## src/rtl/ccv_ram.sv

```systemverilog
// Simple dual-port history memory: one write port, one registered read port.
// No dependencies.
module ccv_ram #(
  parameter int DEPTH = 256,
  parameter int WIDTH = 16
) (
  input  logic                     clk,
  input  logic                     we,
  input  logic [$clog2(DEPTH)-1:0] waddr,
  input  logic [WIDTH-1:0]         wdata,
  input  logic [$clog2(DEPTH)-1:0] raddr,
  output logic [WIDTH-1:0]         rdata
);

  logic [WIDTH-1:0] mem [DEPTH];

  always_ff @(posedge clk) begin
    if (we) begin
      mem[waddr] <= wdata;
    end
    rdata <= mem[raddr];
  end

endmodule

```

## config.mk

```make
export PLATFORM = sky130hd
export DESIGN_NAME = ccv_ram
export DESIGN_NICKNAME = d
export VERILOG_FILES = /design/src/rtl/ccv_ram.sv
export SDC_FILE = /design/constraint.sdc
export NUM_CORES = 2
export LEC_CHECK = 0
export BUFFER_PORTS_ARGS = -buffer_cell sky130_fd_sc_hd__buf_2
export CORE_ASPECT_RATIO = 1.75
export CORE_MARGIN = 2
export CORE_UTILIZATION = 30
export CTS_CLUSTER_SIZE = 10
export DETAILED_ROUTE_END_ITERATION = 12
export GPL_TIMING_DRIVEN = 0
export PLACE_DENSITY_LB_ADDON = 0.12
export SYNTH_ARGS = -nofsm -noshare
export SYNTH_HDL_FRONTEND = slang
export SYNTH_SLANG_ARGS = --single-unit
```

## constraint.sdc

```tcl
create_clock -name clk -period 7.45 [get_ports clk]
set_clock_uncertainty 0.05 [all_clocks]
set_input_delay 0.3725 -clock clk [delete_from_list [all_inputs] [get_ports clk]]
set_output_delay 0.3725 -clock clk [all_outputs]
set_load 0.02 [all_outputs]
```

==> out/qor.csv <==
metric,value,unit
outcome,"complete, but fails checks",
violations,"max-capacitance violations, max-slew violations",
area_delta_synth_final,17.5,%
total_power,48.6,mW
yosys_most_used_dff,edfxtp_1,
clock-sinks,4112,
dp_hpwl,451,mm
ios,50,
crit_path_top_delay_cell,nor4_1,
cp_cell_sequence,buf_2 -> clkbuf_2 -> buf_12 -> buf_2 -> clkbuf_1 -> clkbuf_1 -> a21oi_1 -> nor3_1 -> nor3_1 -> nor4_1,
crit_family,buffers and inverters,
rsz0062_at_grt,no,
grt.overflow.total,0,
initial_core_util,30.1,%
crit_end,rdata[2],
fill_cells,48900,
period_share,79.1,%
grt_pass1_wl,807,mm
dieArea,535000,sq um
hold_violations,0,
post-cts-setup-buffer-count,0,
die_x,554,microns
seq_area_frac_synth,77.7,%
async_reset_ff_share,0,%
cp_num_buf_inv,6,
fin_crit,5.89,ns
cts_max_path_buffers,4,
required,8.27,ns
maxCapViolations,9,
fmax,0.170,GHz
critical_path_depth,10,
hp-class,in2reg,
reg2reg_depth,6,
power_density,261,nW/um^2
dr.pass1.iters,6,
rrSetupSlack,3.05,ns
setup_viol,0,
drt_wl_total,617,mm
cellLeakagePower,57.7,nW
path_clk_slew,0.06,ns
ys_warn_count,0,
root_buffer,clkbuf_16,
cp_max_fo,10,
path_class,in2reg,
whs,0.198,ns
grt_max_degree,121,
holdPathStages,2,
crit_start,raddr[2],
synth_area_per_cell,21.6,sq um
synth_common_cells,"4096 x edfxtp_1, 797 x mux4_2, 565 x mux2i_1, 304 x nor2_1, 252 x o221ai_1",
cts_buffers,453,
wl_per_cell,40.6,microns
grt_pass1_vias,85000,
via_per_inst,5.30,
slew_headroom,-8.25,%
hold_buffers,16,
antenna_found_initial,32,
ys_seq_elements,4112,
drtIter0Drc,7634,
arrival,6.71,ns
synth_edf_count,4096,
timing.rr.start,mem[107][8],
h-tree-depth,5,
drc,0,
crit_path_end_kind,register,
insertion_delay,1.13,ns
cts_tree,yes,
dpl_cell_area,174000,sq um
drive_above_1_share,27.1,%
tightest_slew,1.62,ns
grt_use_total,22.7,%
gp_congestion,1.03,
finalMaxSlewViolations,28,
yosysUniqueCellTypes,52,
num_vias,80500,
synth_top_cell_area_share,77.5,%
syn_inst,7360,
postRouteAntennaNets,0,
numPortBuffers,39,
synth_area,159000,sq um
core,527000,sq um
critPathLaunchType,input port,
cts_resized,0,
synth_area_leaders,"edfxtp_1 77%, mux4_2 11%, mux2i_1 3.6%, o221ai_1 1.4%, nor2_1 0.72%",
r2r-end,rdata[8],
fin_nets,8200,
chipHeight,966,microns
core.rowCount,353,
cpPeakStageDelay,1.29,ns
syn_nets,7394,
yosysTopAreaCell,edfxtp_1,
synth_most_common_cell,edfxtp_1,
final_design_area_no_fill,186000,sq um
vdd_drop_max,194,uV
power by group:
| part | total [mW] | switching, mW | leakage [nW] | internal [mW] |
|---|---|---|---|---|
| clock network | 19.9 | 9.01 | 5.94 | 10.9 |
| logic | 3.14 | 2.26 | 14.9 | 0.879 |
| registers | 25.5 | 0.0145 | 36.9 | 25.5 |
sequential cells by signal, indices dropped and copies added, names as in the netlist:
| register | flops |
|---|---|
| mem | 4096 |
| rdata | 16 |
metrics by stage:
step                setup slack, ns  instances  utilization [%]  TNS (ns)
floorplan                      4.86       7360                -         0
global placement             -0.776      14300             31.8     -3.57
detailed placement            0.822      14600             33.0         0
CTS                            1.95      15200             35.3         0
global route                   2.01      15200             35.3         0
finish                         1.56      15200             35.3         0
per-layer routing:
metal	up-vias	part of all wire, %	track usage [%]
met5	-	0.012	0
met4	12	9.2	17.6
met3	1052	4.1	3.08
met2	2666	54	42.2
met1	44100	33	22.6
li1	32700	-	-
cells by family after synthesis:
kind of cell / synth area share [%]
buffers and inverters: 1.69
flip-flops: 77.7
AO/OA/AOI/OAI: 3.54
multiplexers: 15.5
AND/OR/NAND/NOR: 1.57
layout by cell type (no fill, tap or decap), types with 40 or more instances in the layout:
| cell | count |
|---|---|
| buf_8 | 216 |
| o221ai_1 | 252 |
| buf_16 | 64 |
| clkbuf_2 | 47 |
| mux2i_1 | 565 |
| nor3_1 | 90 |
| mux4_2 | 797 |
| clkbuf_1 | 226 |
| o22ai_1 | 148 |
| buf_2 | 105 |
| clkbuf_16 | 457 |
| buf_6 | 82 |
| edfxtp_1 | 4096 |
| a22oi_1 | 43 |
| mux2_2 | 88 |
| buf_12 | 40 |
| nor2_1 | 47 |
| a21oi_1 | 171 |
| nor2_2 | 225 |
how the worst min path moves through the flow:
stage / startpoint / endpoint
6_report: wdata[0] / mem[108][0]
4_1_cts: wdata[0] / mem[108][0]
3_5_place_dp: wdata[0] / mem[108][0]
3_3_place_gp: rdata[0] / rdata[0]
2_1_floorplan: wdata[0] / mem[0][0]
5_1_grt: waddr[4] / mem[48][12]
final cells by class:
type | count | area, sq um | area share, %
Timing Repair Buffer | 351 | 5890 | 3.16
Buffer | 452 | 2740 | 1.47
Sequential cell | 4112 | 123000 | 66.2
Tap cell | 6922 | 8660 | 4.65
Inverter | 4 | 15.0 | 0.00805
Antenna cell | 26 | 65.1 | 0.0349
Clock inverter | 35 | 571 | 0.306
Multi-Input combinational cell | 2792 | 33600 | 18.0
Clock buffer | 499 | 11600 | 6.22
Note: power is estimated with default switching activity, not from simulation.
