<file path="src/rtl/ccv_pkg.sv">
// Shared types and constants for the causal linear convolution block.
// No dependencies.
package ccv_pkg;

  localparam int IN_BITS  = 16;
  localparam int OUT_BITS = 40;
  localparam int POS_BITS = 8;

  typedef struct packed {
    logic clear;
    logic issue;
  } mac_ctrl_t;

endpackage

</file>
<file path="src/rtl/ccv_mac.sv">
// Shared multiply-accumulate unit; the sum saturates to the result width when the accumulator is wider.
// Depends on ccv_pkg.
module ccv_mac import ccv_pkg::*; #(
  parameter int SAMPLE_BITS = 16,
  parameter int ACC_W       = 41
) (
  input  logic                       clk,
  input  logic                       rst,
  input  mac_ctrl_t                  ctrl,
  input  logic signed [SAMPLE_BITS-1:0] a,
  input  logic signed [SAMPLE_BITS-1:0] b,
  output logic [OUT_BITS-1:0]        sum,
  output logic                       busy
);

  localparam int PROD_W = 2 * SAMPLE_BITS;

  logic                     data_valid;
  logic                     prod_valid;
  logic signed [PROD_W-1:0] prod;
  logic signed [ACC_W-1:0]  acc;

  always_ff @(posedge clk) begin
    if (rst) begin
      data_valid <= 1'b0;
      prod_valid <= 1'b0;
    end else begin
      data_valid <= ctrl.issue;
      prod_valid <= data_valid;
    end
    prod <= a * b;
    if (ctrl.clear) begin
      acc <= '0;
    end else if (prod_valid) begin
      acc <= acc + {{(ACC_W-PROD_W){prod[PROD_W-1]}}, prod};
    end
  end

  assign busy = data_valid || prod_valid;

  generate
    if (ACC_W > OUT_BITS) begin : g_sat
      localparam logic signed [ACC_W-1:0] OMAX =
        {{(ACC_W-OUT_BITS+1){1'b0}}, {(OUT_BITS-1){1'b1}}};
      localparam logic signed [ACC_W-1:0] OMIN = ~OMAX;
      always_comb begin
        if (acc > OMAX) begin
          sum = OMAX[OUT_BITS-1:0];
        end else if (acc < OMIN) begin
          sum = OMIN[OUT_BITS-1:0];
        end else begin
          sum = acc[OUT_BITS-1:0];
        end
      end
    end else if (ACC_W == OUT_BITS) begin : g_same
      assign sum = acc;
    end else begin : g_ext
      assign sum = {{(OUT_BITS-ACC_W){acc[ACC_W-1]}}, acc};
    end
  endgenerate

endmodule

</file>
<file path="config.mk">
export PLATFORM = sky130hd
export DESIGN_NAME = ccv_mac
export DESIGN_NICKNAME = d
export VERILOG_FILES = /design/src/rtl/ccv_pkg.sv /design/src/rtl/ccv_mac.sv
export SDC_FILE = /design/constraint.sdc
export NUM_CORES = 1
export LEC_CHECK = 0
export BUFFER_PORTS_ARGS = -buffer_cell sky130_fd_sc_hd__buf_2
export CORE_MARGIN = 3
export CORE_UTILIZATION = 30
export DETAILED_ROUTE_END_ITERATION = 10
export PLACE_DENSITY = 0.49
export SYNTH_ARGS = -nofsm -noshare
export SYNTH_HDL_FRONTEND = slang
export SYNTH_SLANG_ARGS = --single-unit
</file>
<file path="constraint.sdc">
create_clock -name clk -period 15.06 [get_ports clk]
set_input_delay 1.506 -clock clk [delete_from_list [all_inputs] [get_ports clk]]
set_output_delay 1.506 -clock clk [all_outputs]
set_load 0.02 [all_outputs]
</file>
==> summary.txt, run 1 <==
Outcome
  • Status: completed

Detailed routing
  • Via density: roughly 4.6
  • Initial DRC Count: between 500 and 600
  • Vias post-DR: approximately 11k
  • Routed Antenna Nets: 0
  • Pre-antenna DRT Iters: 5
  • Wire per inst: ~16 um
  • Final wirelength: approximately 37 mm
  • DRC: 0

Die
  • Die width: between 200 and 250 um
  • IO Pins: 77
  • Core Area: ~48000 um^2
  • Vert. Die Dim: 227 um
  • Initial Util: between 30% and 40%
  • Row Count: 80
  • Die area: around 52000 um^2

Synthesis
  • Post-synthesis sequential area ratio: 10.2%
  • Syn Inst Count: between 1.5k and 2k
  • Most frequent cell after synthesis: inv_1
  • Yosys reg bits: 75
  • Ys flop type: dfxtp_1
  • Share of the synthesized area in the top cell type: ~36%
  • Area contributors post-synth: fa_1, ha_1, dfxtp_1
  • Post-Syn Area per Cell: about 8.6 um^2
  • YS warnings: 0
  • Post-synth top area cell: fa_1
  • Library cells used by synthesis: between 60 and 70
  • Post-synth top cells: inv_1, fa_1, nand2_1
  • Cell Area, Synth: 14700 um^2
  • Syn_nets: 2127
  • Post-synth EDFFs: 0
  • Fraction of registers with async set/reset: 0%

STA
  • Hold Vio Cnt, Final: 0
  • Max Clk Rate: around 0.13 GHz
  • Slew HR: between 20% and 30%
  • Sum of negative setup slack: 0 ps
  • Final period util: between 40% and 50%
  • Min Tclk post-route: ~7500 ps
  • Final setup vio count: 0
  • Final Skew: around 11 ps
  • Worst Tran Pin Value: around 1100 ps
  • Unrepaired setup endpoints after global routing: no
  • Fin. max-slew vios: 0

Worst setup path
  • CP Max Fanout: 16
  • Worst path bufs/invs: 6
  • Worst EP required: 15320 ps
  • Most used cell, CP: fa_1
  • CP max stage cell: fa_1
  • Crit end category: flip-flop
  • CP top delay family: adder cells
  • FF-to-FF setup slack: approximately 11000 ps
  • Max stage delay on crit path: approximately 860 ps
  • CP arrival: a little under 8000 ps
  • WS Path Type: input port to flip-flop
  • Worst setup SP type: input port
  • Crit path cell chain: buf_2, nand2_1, inv_1, fa_1, fa_1, inv_1, fa_1, inv_1, fa_1, fa_1, inv_1, fa_1, inv_1, ha_1, a21oi_1, o21bai_1, a31oi_1, nand2_1, o21a_1, and4_1, a2111o_1, a21oi_1, xnor2_1

Clocking
  • CTS H-tree lvls: 3
  • Quantity of gates resized following cts: 0
  • TritonCTS Buffers: 9
  • Longest Clk Path Bufs: 2
  • Num Clock Sinks: 75
  • Clk_lat worst skew: ~340 ps
  • Clk slew on worst S/H paths: about 60 ps
  • Post-CTS Hold Buffers: 0
  • Clk Tree Root Cell: clkbuf_16
  • CTS tree: yes
  • Postcts setup bufs: 0

Flow run
  • Max-Cap Viols: 0

Placed design
  • I/O Buffers: 76
  • Detailed Place HPWL: around 30 mm
  • GPL Wtd Cong: slightly above 0.8

GRT
  • Grt ovf: 0
  • Largest net degree at the start of global routing: 56
  • Vias in the first global route: approximately 12k
  • GRT Overall Usage: between 10% and 20%
  • Initial antenna violation count: 0
  • First-pass GRT wire length: just over 60 mm

Finish
  • Area delta synth->final: 8.08%
  • Ratio of cells with drive above 1 in the final layout: under 10%
  • Fin nets: between 2k and 2.5k
  • Diode count: 0

Worst hold path
  • Hold WC Path Type: flip-flop to flip-flop
[cell families after synthesis]
| kind of cell | after synthesis | share of synthesized area [%] |
|---|---|---|
| adder cells (fa/ha/maj) | 385 | 46.3 |
| multiplexers | 28 | 1.93 |
| flip-flops | 75 | 10.2 |
| XOR/XNOR | 68 | 4.06 |
| buffers and inverters | 389 | 10.0 |
| AO/OA/AOI/OAI | 248 | 11.1 |
| AND/OR/NAND/NOR | 513 | 16.4 |
[per-stage QoR]
| step | hold WS, ps | setup slack, ps | area (um^2) | utilization [%] | std cells |
|---|---|---|---|---|---|
| after floorplan | 429 | 7720 | 14700 | - | 1706 |
| after global placement | 450 | 7280 | 15600 | 32.4 | 2334 |
| after detailed placement | 442 | 7160 | 15600 | 32.4 | 2334 |
| after CTS | 457 | 7520 | 15900 | 33.0 | 2350 |
| after global routing | 474 | 7180 | 15900 | 33.0 | 2350 |
| final | 456 | 7570 | 15900 | 33.0 | 2350 |
[cell usage in the layout (no fill, tap or decap), types with 3 or more instances in the layout]
cell type / instances
o21a_1: 11
clkbuf_16: 9
o21bai_1: 9
a2111o_1: 3
o22ai_1: 3
nand3_1: 14
ha_1: 122
a31oi_1: 7
buf_2: 76
o21ai_0: 72
a21o_1: 26
a211oi_1: 15
a21oi_1: 56
xnor2_1: 45
mux2i_1: 26
a211o_1: 3
nor3_1: 5
o31ai_1: 4
nand2_1: 191
nor2_1: 134
dfxtp_1: 73
nor2b_1: 11
o21ai_1: 4
xor2_1: 23
and3_1: 5
o211ai_1: 5
fa_1: 263
nand2b_1: 11
inv_1: 324
nand4_1: 5
and2_1: 126
o31a_1: 4
[cell type report]
type	count	area, um^2
Fill cell	5068	32200
Multi-Input combinational cell	1242	11700
Sequential cell	75	1500
Timing Repair Buffer	78	395
Clock buffer	12	246
Clock inverter	4	26.3
Tap cell	615	769
Inverter	324	1220
[path summary, 6_finish.rpt]
path | start | end | cells after the start
worst min register to register | data_valid$_SDFF_PP0_ | prod_valid$_SDFF_PP0_ | 1
worst min-delay path | data_valid$_SDFF_PP0_ | prod_valid$_SDFF_PP0_ | 1
worst max register to register | acc[0]$_SDFFE_PP0P_ | acc[40]$_SDFFE_PP0P_ | 12
worst max-delay path | b[1] | prod[31]$_DFF_P_ | 23
[state kept, by name, summed over array words and instances (netlist names)]
register / count
prod_valid: 1
data_valid: 1
prod: 32
acc: 41
[worst register-to-register path: stages (launching register included)]
cell	delay [ps]
dfxtp_1	440
ha_1	260
inv_1	70
fa_1	400
nor2b_1	180
o31a_1	250
o21ai_2	130
a2111oi_2	430
o211ai_1	230
a21oi_2	250
a221oi_2	140
o311ai_1	330
mux2_1	350
[per-layer routing]
metal	vias to the layer above	track usage, %	wire (um)
met4	0	1.90	223
li1	5357	-	-
met2	152	25.6	17200
met5	-	0	0
met1	5399	21.3	18400
met3	14	1.55	1240
Power of run 1 is not shown: default switching activity piles up to over one toggle a cycle in this logic, so the estimate is an artifact.
==> run 2: changes to the inputs <==
--- a/config.mk
+++ b/config.mk
@@ -5,11 +5,12 @@
 export SDC_FILE = /design/constraint.sdc
 export NUM_CORES = 1
 export LEC_CHECK = 0
+export ABC_AREA = 1
 export BUFFER_PORTS_ARGS = -buffer_cell sky130_fd_sc_hd__buf_2
 export CORE_MARGIN = 3
 export CORE_UTILIZATION = 30
 export DETAILED_ROUTE_END_ITERATION = 10
-export PLACE_DENSITY = 0.49
+export PLACE_DENSITY = 0.5
 export SYNTH_ARGS = -nofsm -noshare
 export SYNTH_HDL_FRONTEND = slang
 export SYNTH_SLANG_ARGS = --single-unit
==> constraint.sdc (replaced) <==
create_clock -name clk -period 6.6 [get_ports clk]
set_input_delay 0.66 -clock clk [delete_from_list [all_inputs] [get_ports clk]]
set_output_delay 0.66 -clock clk [all_outputs]
set_load 0.02 [all_outputs]
==> summary.txt, run 2 <==
Outcome
  • Status: completed

Synthesis
  • Post-synth EDFFs: 0
  • Yosys reg bits: 75
  • Syn Inst Count: around 2.3k
  • Area contributors post-synth: fa_1, inv_1, nand2_1
  • Post-synth top cells: inv_1, nand2_1, fa_1
  • Share of the synthesized area in the top cell type: about a third
  • YS warnings: 0
  • Post-synthesis sequential area ratio: around a tenth
  • Syn_nets: about 2.7k
  • Post-synth top area cell: fa_1
  • Post-Syn Area per Cell: slightly above 7 um^2
  • Fraction of registers with async set/reset: 0%
  • Cell Area, Synth: approximately 16000 um^2
  • Most frequent cell after synthesis: inv_1
  • Library cells used by synthesis: 42
  • Ys flop type: dfxtp_1

STA
  • Sum of negative setup slack: 0 ps
  • Slew HR: approximately 17%
  • Max Clk Rate: approximately 0.17 GHz
  • Fin. max-slew vios: 0
  • Worst Tran Pin Value: around 1200 ps
  • Min Tclk post-route: 6050 ps
  • Final period util: 91.7%
  • Worst setup margin: between 500 and 600 ps
  • Final setup vio count: 0
  • Unrepaired setup endpoints after global routing: no
  • Hold Vio Cnt, Final: 0
  • Final Skew: between 10 and 15 ps

Worst setup path
  • Worst EP required: approximately 6800 ps
  • R2r worst-path depth: 15
  • CP top delay family: adder cells
  • CP Max Fanout: 16
  • Reg2reg end: acc[28]$_SDFFE_PP0P_
  • WS Path Type: input port to flip-flop
  • RR Startpoint: acc[0]$_SDFFE_PP0P_
  • CP arrival: about 6300 ps
  • Worst Setup SP: b[1]
  • Worst path bufs/invs: 5
  • Max stage delay on crit path: between 800 and 900 ps
  • Most used cell, CP: fa_1
  • Worst setup SP type: input port
  • FF-to-FF setup slack: 4200 ps
  • CP max stage cell: fa_1
  • Cell count along the critical path: 19
  • Crit path cell chain: buf_2, nand2_1, inv_1, fa_1, fa_1, fa_1, inv_1, fa_1, fa_1, fa_1, inv_1, ha_1, inv_1, nor3_1, nand2_1, nor3_1, nand2_1, nand3_1, nand2_1
  • Crit end category: flip-flop
  • Worst setup path endpoint: prod[30]$_DFF_P_

Clocking
  • Clk Tree Root Cell: clkbuf_16
  • Num Clock Sinks: 75
  • CTS tree: yes
  • Postcts setup bufs: 0
  • Post-CTS Hold Buffers: 0
  • Clk_lat worst skew: 360 ps
  • CTS H-tree lvls: 3
  • Clk slew on worst S/H paths: 60 ps
  • Longest Clk Path Bufs: 2
  • Quantity of gates resized following cts: 0
  • TritonCTS Buffers: 9

Detailed routing
  • Vias post-DR: around 13k
  • Pre-antenna DRT Iters: 7
  • DRC: 0
  • Initial DRC Count: about 650
  • Wire per inst: 15.5 um
  • Routed Antenna Nets: 0
  • Via density: approximately 4.5
  • Final wirelength: 46.0 mm

GRT
  • Vias in the first global route: roughly 14k
  • Initial antenna violation count: 0
  • Grt ovf: 0
  • Largest net degree at the start of global routing: between 50 and 60
  • GRT Overall Usage: about 17%
  • First-pass GRT wire length: 75.9 mm

Die
  • Row Count: between 80 and 90
  • Vert. Die Dim: about 240 um
  • IO Pins: 77
  • Initial Util: a little under a third
  • Die width: ~240 um
  • Die area: around 56000 um^2
  • Core Area: roughly 53000 um^2

Placed design
  • Detailed Place HPWL: roughly 40 mm
  • GPL Wtd Cong: around 0.91
  • Placed Instances: around 3.0k
  • I/O Buffers: 76
  • Dpl ws: around 170 ps

Finish
  • Biggest regs: acc: 41 flops, prod: 32 flops
  • Area delta synth->final: 8.51%
  • Ratio of cells with drive above 1 in the final layout: ~7%
  • Finished Layout Cells: approximately 3.0k
  • Fill count: 5815
  • Largest Register: acc
  • Max FFs per register: 41
  • Commonest non-fill, non-tap cell in the layout: inv_1
  • Diode count: 0
  • Fin nets: between 2k and 3k
  • Highest-count cells in the layout ignoring fill and taps: inv_1, nand2_1, fa_1

Worst hold path
  • Hold WC Path Type: flip-flop to flip-flop

Flow run
  • Max-Cap Viols: 0
[run 2: cells by family after synthesis]
family / count (synthesis) / synth area share (%)
flip-flops: 75 / 9.38
buffers and inverters: 714 / 16.9
adder cells (fa/ha/maj): 385 / 42.4
XOR/XNOR: 53 / 2.90
AND/OR/NAND/NOR: 770 / 19.6
AO/OA/AOI/OAI: 256 / 8.83
[run 2: metal layers]
metal | vias to the layer above | GRT usage (%) | wire length [um]
met1 | 6545 | 22.6 | 21300
li1 | 6622 | - | -
met5 | - | 0 | 0
met3 | 37 | 1.71 | 1870
met4 | 0 | 4.03 | 794
met2 | 266 | 29.0 | 22000
[run 2: worst min path at each step]
| stage | slack [ps] | from | cells after the start | to |
|---|---|---|---|---|
| floorplan | 410 | data_valid$_SDFF_PP0_ | 2 | prod_valid$_SDFF_PP0_ |
| global placement | 420 | data_valid$_SDFF_PP0_ | 2 | prod_valid$_SDFF_PP0_ |
| detailed placement | 420 | data_valid$_SDFF_PP0_ | 2 | prod_valid$_SDFF_PP0_ |
| CTS | 430 | data_valid$_SDFF_PP0_ | 2 | prod_valid$_SDFF_PP0_ |
| global route | 470 | data_valid$_SDFF_PP0_ | 2 | prod_valid$_SDFF_PP0_ |
| finish | 430 | data_valid$_SDFF_PP0_ | 2 | prod_valid$_SDFF_PP0_ |
[run 2: worst min-delay path, stage by stage, from the launching register on]
cell     delay, ps
dfxtp_1        300
inv_1           60
nor2_1          40
[run 2: through the flow]
stage	hold WS, ps	util (%)	instance area, um^2
3_3_place_gp	420	32.4	17000
4_1_cts	432	33.0	17400
2_1_floorplan	410	-	16000
3_5_place_dp	422	32.4	17000
6_report	428	33.0	17400
5_1_grt	467	33.0	17400
[run 2: cell type report]
class	count	area, um^2	share of cell area, %
Multi-Input combinational cell	1464	11800	68.0
Inverter	635	2380	13.7
Sequential cell	75	1500	8.65
Tap cell	688	861	4.96
Timing Repair Buffer	91	493	2.84
Clock buffer	11	253	1.46
Clock inverter	5	67.6	0.389
Power of run 2 is left out for the same reason.
==> run 3: changes to the inputs <==
--- a/config.mk
+++ b/config.mk
@@ -7,10 +7,10 @@
 export LEC_CHECK = 0
 export ABC_AREA = 1
 export BUFFER_PORTS_ARGS = -buffer_cell sky130_fd_sc_hd__buf_2
-export CORE_MARGIN = 3
 export CORE_UTILIZATION = 30
 export DETAILED_ROUTE_END_ITERATION = 10
 export PLACE_DENSITY = 0.5
 export SYNTH_ARGS = -nofsm -noshare
 export SYNTH_HDL_FRONTEND = slang
 export SYNTH_SLANG_ARGS = --single-unit
+export TNS_END_PERCENT = 50
==> summary.txt, run 3 (synthesized netlist as in run 2, its figures left out) <==
GRT
  • GRT Overall Usage: around 18%
  • First-pass GRT wire length: roughly 77 mm
  • Largest net degree at the start of global routing: between 50 and 60
  • Vias in the first global route: 14.4k
  • Initial antenna violation count: 0
  • Grt ovf: 0

STA
  • Final period util: 92.5%
  • Hold Vio Cnt, Final: 0
  • Unrepaired setup endpoints after global routing: no
  • Final setup vio count: 0
  • Max Clk Rate: around 0.16 GHz
  • Min Tclk post-route: 6100 ps
  • Fin. max-slew vios: 0
  • Final Skew: between 8 and 9 ps
  • Worst Hold Margin: 427 ps
  • Sum of negative setup slack: 0 ps
  • Worst Tran Pin Value: 1160 ps
  • Slew HR: a little under a quarter

Die
  • Row Count: 84
  • Die width: between 200 and 250 um
  • Initial Util: just over 30%
  • Core Area: roughly 53000 um^2
  • Vert. Die Dim: between 200 and 250 um
  • Die area: roughly 54000 um^2
  • IO Pins: 77

Finish
  • Footprint of the multi-input gates: 11800 um^2
  • FF/Latch Area: 1500 um^2
  • Highest-count cells in the layout ignoring fill and taps: inv_1, nand2_1, fa_1
  • Diode count: 0
  • Ratio of cells with drive above 1 in the final layout: between 7 and 8%
  • Largest Register: acc
  • Max FFs per register: between 40 and 50
  • Fin nets: between 2k and 3k
  • Area delta synth->final: 8.58%
  • Fill count: a little under 6k
  • Commonest non-fill, non-tap cell in the layout: inv_1
  • Biggest regs: acc: 41 flops, prod: 32 flops

Clocking
  • Longest Clk Path Bufs: 2
  • Clk_lat worst skew: around 360 ps
  • Postcts setup bufs: 0
  • TritonCTS Buffers: 9
  • Num Clock Sinks: 75
  • Post-CTS Hold Buffers: 0
  • Quantity of gates resized following cts: 0
  • Clk Tree Root Cell: clkbuf_16
  • Clk slew on worst S/H paths: roughly 60 ps
  • CTS tree: yes
  • CTS H-tree lvls: 3

Detailed routing
  • Pre-antenna DRT Iters: 6
  • DRC: 0
  • Initial DRC Count: 631
  • Via density: between 4 and 5
  • Wire per inst: between 15 and 20 um
  • Vias post-DR: 13.4k
  • Final wirelength: roughly 46 mm
  • Routed Antenna Nets: 0

Worst setup path
  • WS Path Type: input port to flip-flop
  • CP Max Fanout: 14
  • Worst setup SP type: input port
  • CP arrival: approximately 6300 ps
  • Crit end category: flip-flop
  • Worst EP required: about 7000 ps

Placed design
  • Detailed Place HPWL: just under 40 mm
  • GPL Wtd Cong: 0.903
  • I/O Buffers: 76

Flow run
  • Max-Cap Viols: 0

Outcome
  • Status: completed

Worst hold path
  • Hold WC Path Type: flip-flop to flip-flop
## run 3: changes by cell type in the layout (fill, tap and decap cells not counted)
cell       delta
bufinv_16     +2
clkbuf_1      +2
clkbuf_8      -2
buf_4         -1
clkinv_4      -1
inv_8         -1
## run 3: path summary, 6_finish.rpt
check                              from               endpoint  slack [ps]  cells past startpoint
setup / recovery                  b[15]       prod[21]$_DFF_P_         500                     20
hold / removal    data_valid$_SDFF_PP0_  prod_valid$_SDFF_PP0_         430                      2
setup reg to reg        prod[0]$_DFF_P_   acc[24]$_SDFFE_PP0P_        4160                     16
hold reg to reg   data_valid$_SDFF_PP0_  prod_valid$_SDFF_PP0_         430                      2
## run 3: layer usage
| layer | share of wire (%) | track usage [%] | wire length, um |
|---|---|---|---|
| met1 | 47 | 23.9 | 21500 |
| met2 | 48 | 31.1 | 21700 |
| met3 | 3.4 | 1.43 | 1560 |
| met4 | 2.0 | 4.62 | 904 |
| met5 | 0 | 0 | 0 |
## run 3: metrics by stage
step           utilization (%)  area (um^2)  cells  setup WS [ps]
3_3_place_gp              32.4        17000   2952           6.57
3_5_place_dp              32.4        17000   2952           66.6
5_1_grt                   33.0        17400   2968           45.3
4_1_cts                   33.0        17400   2968            424
2_1_floorplan                -        16000   2253            756
6_report                  33.0        17400   2968            497
## run 3: critical path, cell delays in order
cell,delay (ps)
buf_2,90
inv_1,410
buf_4,230
nor2_1,50
fa_1,540
fa_1,450
fa_1,560
fa_1,440
fa_1,490
inv_1,50
fa_1,470
inv_1,40
ha_1,340
nand2_1,100
inv_1,110
nand2_1,60
nor3_1,530
nand4_1,190
nand3_1,220
xor2_1,310
## run 3: layout make-up
cell class                 count  area share (%)
clock inverter                 5           0.619
timing repair buffer          90            2.79
multi-input combinational   1464            67.9
tap                          688            4.95
sequential                    75            8.64
clock buffer                  11            1.34
inverter                     635            13.7
Power of run 3 is left out for the same reason.
